[config.mk]
export PLATFORM = sky130hd
export DESIGN_NAME = rmq_front
export DESIGN_NICKNAME = d
export VERILOG_FILES = /design/src/design/rmq_pkg.sv /design/src/design/rmq_front.sv
export SDC_FILE = /design/constraint.sdc
export NUM_CORES = 2
export LEC_CHECK = 0
export ABC_AREA = 1
export BUFFER_PORTS_ARGS = -buffer_cell sky130_fd_sc_hd__buf_4
export CAP_MARGIN = 20
export CORE_MARGIN = 2
export CORE_UTILIZATION = 48
export DETAILED_ROUTE_END_ITERATION = 10
export PLACE_DENSITY_LB_ADDON = 0.15
export RECOVER_POWER = 50
export REMOVE_ABC_BUFFERS = 1
export SYNTH_ARGS = -nofsm -noshare
export SYNTH_HDL_FRONTEND = slang
export SYNTH_SLANG_ARGS = --single-unit
[constraint.sdc]
create_clock -name clk -period 7.1 [get_ports clk]
set_clock_uncertainty 0.1 [all_clocks]
set_input_delay 1.42 -clock clk [delete_from_list [all_inputs] [get_ports clk]]
set_output_delay 1.42 -clock clk [all_outputs]
set_load 0.005 [all_outputs]
[src/design/rmq_pkg.sv]
// Package for the rotation matrix to quaternion converter.
// Holds the port word types, datapath widths and a small helper.
// No dependencies; every other design file imports it.
`default_nettype none

package rmq_pkg;

  // One matrix word on the input channel, signed Q2.14 entries
  typedef struct packed {
    logic signed [15:0] m00;
    logic signed [15:0] m01;
    logic signed [15:0] m02;
    logic signed [15:0] m10;
    logic signed [15:0] m11;
    logic signed [15:0] m12;
    logic signed [15:0] m20;
    logic signed [15:0] m21;
    logic signed [15:0] m22;
  } mat_word_t;

  // One quaternion word on the output channel, signed Q2.14 components
  typedef struct packed {
    logic signed [15:0] q_scalar;
    logic signed [15:0] q_x;
    logic signed [15:0] q_y;
    logic signed [15:0] q_z;
    logic               degenerate;
  } quat_word_t;

  localparam int VW    = 18;  // branch vector element, signed
  localparam int MW    = 17;  // magnitude of a vector element
  localparam int SQW   = 34;  // square of a magnitude
  localparam int SW    = 36;  // sum of four squares
  localparam int QW    = 54;  // running product u * s, signed
  localparam int PW    = 72;  // running product u * u * s, signed
  localparam int RW    = 15;  // rounded result before clamp
  localparam int NSTEP = 15;  // one result bit per step
  localparam int MSH   = 30;  // scale of the squared magnitude bound

  localparam logic signed [VW-1:0] ONE_V  = 18'sd16384;
  localparam logic [RW-1:0]        ONE_R  = 15'd16384;

  // Sign extend a matrix entry to vector width
  function automatic logic signed [VW-1:0] ext16(logic signed [15:0] x);
    return {{(VW-16){x[15]}}, x};
  endfunction

endpackage

`default_nettype wire

[src/design/rmq_front.sv]
// Front end of the converter: branch choice, squares and sum of squares.
// Three register stages, each advanced by its own enable. Uses rmq_pkg.
`default_nettype none

module rmq_front
  import rmq_pkg::*;
(
  input  wire logic                     clk,
  input  wire logic [2:0]               en,
  input  wire mat_word_t                mat,
  output logic      [SW-1:0]            s,
  output logic      [3:0][SQW-1:0]      sq,
  output logic      [3:0]               neg
);

  logic signed [VW-1:0] a, b, c, e, f, g, i, j, k, t;
  logic signed [VW-1:0] v_next [4];
  logic        [3:0][VW-1:0]  v;
  logic        [3:0][SQW-1:0] sq1;
  logic        [3:0]          neg1;

  // Pick the branch and build the unnormalized vector
  always_comb begin
    a = ext16(mat.m00); b = ext16(mat.m01); c = ext16(mat.m02);
    e = ext16(mat.m10); f = ext16(mat.m11); g = ext16(mat.m12);
    i = ext16(mat.m20); j = ext16(mat.m21); k = ext16(mat.m22);
    t = a + f + k;
    if (t > 0) begin
      v_next[0] = ONE_V + t;
      v_next[1] = j - g; v_next[2] = c - i; v_next[3] = e - b;
    end else if (a > f && a > k) begin
      v_next[1] = ONE_V + a - f - k;
      v_next[0] = j - g; v_next[2] = b + e; v_next[3] = c + i;
    end else if (f > k) begin
      v_next[2] = ONE_V + f - a - k;
      v_next[0] = c - i; v_next[1] = b + e; v_next[3] = g + j;
    end else begin
      v_next[3] = ONE_V + k - a - f;
      v_next[0] = e - b; v_next[1] = c + i; v_next[2] = g + j;
    end
  end

  always_ff @(posedge clk) begin
    if (en[0]) begin
      for (int n = 0; n < 4; n++) v[n] <= v_next[n];
    end
  end

  // Square each magnitude, keep the sign
  always_ff @(posedge clk) begin
    if (en[1]) begin
      for (int n = 0; n < 4; n++) begin
        logic [VW-1:0] mag;
        mag = v[n][VW-1] ? (~v[n] + VW'(1)) : v[n];
        sq1[n]  <= SQW'(mag[MW-1:0]) * SQW'(mag[MW-1:0]);
        neg1[n] <= v[n][VW-1];
      end
    end
  end

  // Sum the squares
  always_ff @(posedge clk) begin
    if (en[2]) begin
      s   <= SW'(sq1[0]) + SW'(sq1[1]) + SW'(sq1[2]) + SW'(sq1[3]);
      sq  <= sq1;
      neg <= neg1;
    end
  end

endmodule

`default_nettype wire

==> metrics <==
Total GRT Usage=0.301; Critical Path Fanout Max=5; DRC errors left=0; placed cell areas=about 70,000 µm²; top_reg_cell synth=edfxtp_1; first-pass GRT wire length=about 310,000 µm; largest net degree at the start of global routing=138; clock root buffer=clkbuf_16; core region area=about 130,000 µm²; antenna viol nets, final=0; endpoints failing hold=0; Synth Area per Inst=around 8.3 µm²; RSZ-0062 raised after global routing=yes; Hold Crit Class=reg2reg; Seq/Total Area, Yosys=0.176; CP Launch Type=flop; Least-Margin Pin Slew=5650 ps; placement row count=134; die area=about 140,000 µm²; Die W=372 µm; max cap viols=4; initial antenna violation count=10; Final Cell Area=about 73,000 µm²; critical path's largest stage delay=roughly 550 ps; min Tclk post-route=between 6000 and 7000 ps; final setup TNS=0 ps; Final Max Slew Viols=339; Die Ht=372 µm; grt total ovfl=0; Skew-Pair Late Insertion Delay=around 650 ps; Worst Setup End Kind=flop; f_max=146 MHz; PortBufs=between 300 and 400; fin crit share=0.967; nets=10,100; CTS buffer count=48; Pre-Repair DR Iteration Count=6; share of post-route cells with drive strength above 1=0.112; CTS tree=built; Synth Instances=between 7,000 and 8,000; Initial Util=0.485; DRT iter0 DRCs=roughly 4,000; H-tree depth=2; Post-Syn Area=around 65,000 µm²; CTS clk-pin slew, worst paths=approximately 60 ps; vias in the first global route=roughly 54,000; wire per inst=around 20 µm; GPL Wtd Cong=0.986; dpl hpwl=177,000 µm; # IOs=roughly 320; Vias/cell=between 5 and 6; Relative slew margins=-2.77; Crit Path Class=reg2reg; Arrival @ worst endpoint=between 7000 and 8000 ps; most frequent CP cell=fa_1; Setup-failing EPs final=0; CTS sink cnt=380; Largest delay share family, worst path=adder cells; slowest stage cell on the critical path=fa_1; failing checks=capacitance limit, slew limit; worst path required time=7410 ps; synthesis-to-layout area growth=12.8%; flops & latches, synth=380; Vias=approximately 53,000; final wirelength=around 210,000 µm; Post-synth ARST share=0; synth warn=0; number of synthesized flops with an enable pin=380; CTS Buffer Depth=3; Netlist cell types=56; status=finished with violations; WP buf/inv=7
stage by stage:
step / hold slack (ps) / util / std cells / setup slack (ps)
final: 388 / 0.547 / 10100 / 234
after global routing: 410 / 0.547 / 10100 / -142
after CTS: 396 / 0.539 / 10100 / 6.72
after detailed placement: 380 / 0.527 / 9999 / -138
after global placement: 381 / 0.527 / 9999 / 6.94
after floorplan: 300 / - / 7687 / -65.2
logic make-up after synthesis:
logic type / share of synthesized area
AND/OR/NAND/NOR: 0.190
AO/OA/AOI/OAI: 0.0565
XOR/XNOR: 0.0372
multiplexers: 0.000309
adder cells (fa/ha/maj): 0.423
other: 0.000116
buffers and inverters: 0.116
flip-flops: 0.176
Yosys cell counts, types with 5 or more instances:
master    instances  area (µm²)
xor2_2            8         130
o211ai_1          5        37.5
nor2_1          673        2530
nand3_1         508        2540
clkinv_1          9        33.8
o21bai_1         55         413
nand3_2           6        60.1
xor2_1          180        1580
nor3_1           52         260
edfxtp_1        380       11400
nor3_2            6        60.1
xnor2_1          66         578
buf_2            42         210
fa_1            902       18100
nor4_1            8        50.1
buf_6            11         124
nand2_2          16         100
a21boi_0         20         150
nand4_1          47         294
o21a_1            5        37.5
a21o_1           36         270
inv_2            31         116
buf_4            13        97.6
o21ai_0         177         886
clkbuf_1         90         338
a31oi_1          14        87.6
nand3b_1         75         563
o31ai_1           5        37.5
nand2_1        1504        5650
a21oi_1         305        1530
buf_1             5        18.8
inv_1          1760        6610
o21ai_1          12        60.1
ha_1            752        9410
nor2_2           19         119
or2_2             8        50.1
layer usage:
metal / vias up / wire, µm / track usage
met5: - / 39 / 0
met4: 6 / 9650 / 0.120
met3: 293 / 13000 / 0.0421
met2: 1640 / 93900 / 0.490
met1: 25700 / 89600 / 0.407
li1: 25100 / - / -
flip-flops by register name (all words and copies together), names as in the netlist:
| register | flops |
|---|---|
| neg1 | 4 |
| v | 72 |
| s | 36 |
| sq1 | 132 |
| neg | 4 |
| sq | 132 |
placed cells by master (no fill, tap or decap), drive strengths merged, types with 6 or more instances in the layout:
master    count
xor2        192
xnor2        67
a21boi       21
nand4        47
clkinvlp     12
a21o         36
o21bai       55
buf         571
a21oi       306
bufinv        6
nor3         58
clkbuf       61
a31oi        15
fa          902
ha          752
nor2        694
o31ai         6
o21ai       193
or2           9
clkinv       21
edfxtp      380
nand3       514
nand3b       75
inv        1800
conb          7
nor4          8
nand2      1521
worst paths after layout:
kind                 from  endpoint  slack, ps  cells after the start
hold reg to reg   sq1[66]    sq[66]        390                      0
setup reg to reg    v[54]  sq1[135]        230                     31
hold / removal    sq1[66]    sq[66]        390                      0
setup / recovery    v[54]  sq1[135]        230                     31
repair_timing:
action                                  4_1_cts  5_1_grt
hold buffers                                  0        0
pin swaps                                     0       38
endpoints found under the setup margin        8       71
gates resized for setup                       5      222
setup buffers                                 0       37
layout make-up:
type,instances,area [µm²]
antenna,3,7.51
clock buffer,51,1210
clock inverter,37,449
fill,12600,60600
inverter,1802,6780
multi-input combinational,5505,46700
sequential,380,11400
tap,1768,2210
timing repair buffer,581,4380
Power is not shown: default switching activity piles up to over one toggle a cycle in this logic, so the estimate is an artifact.
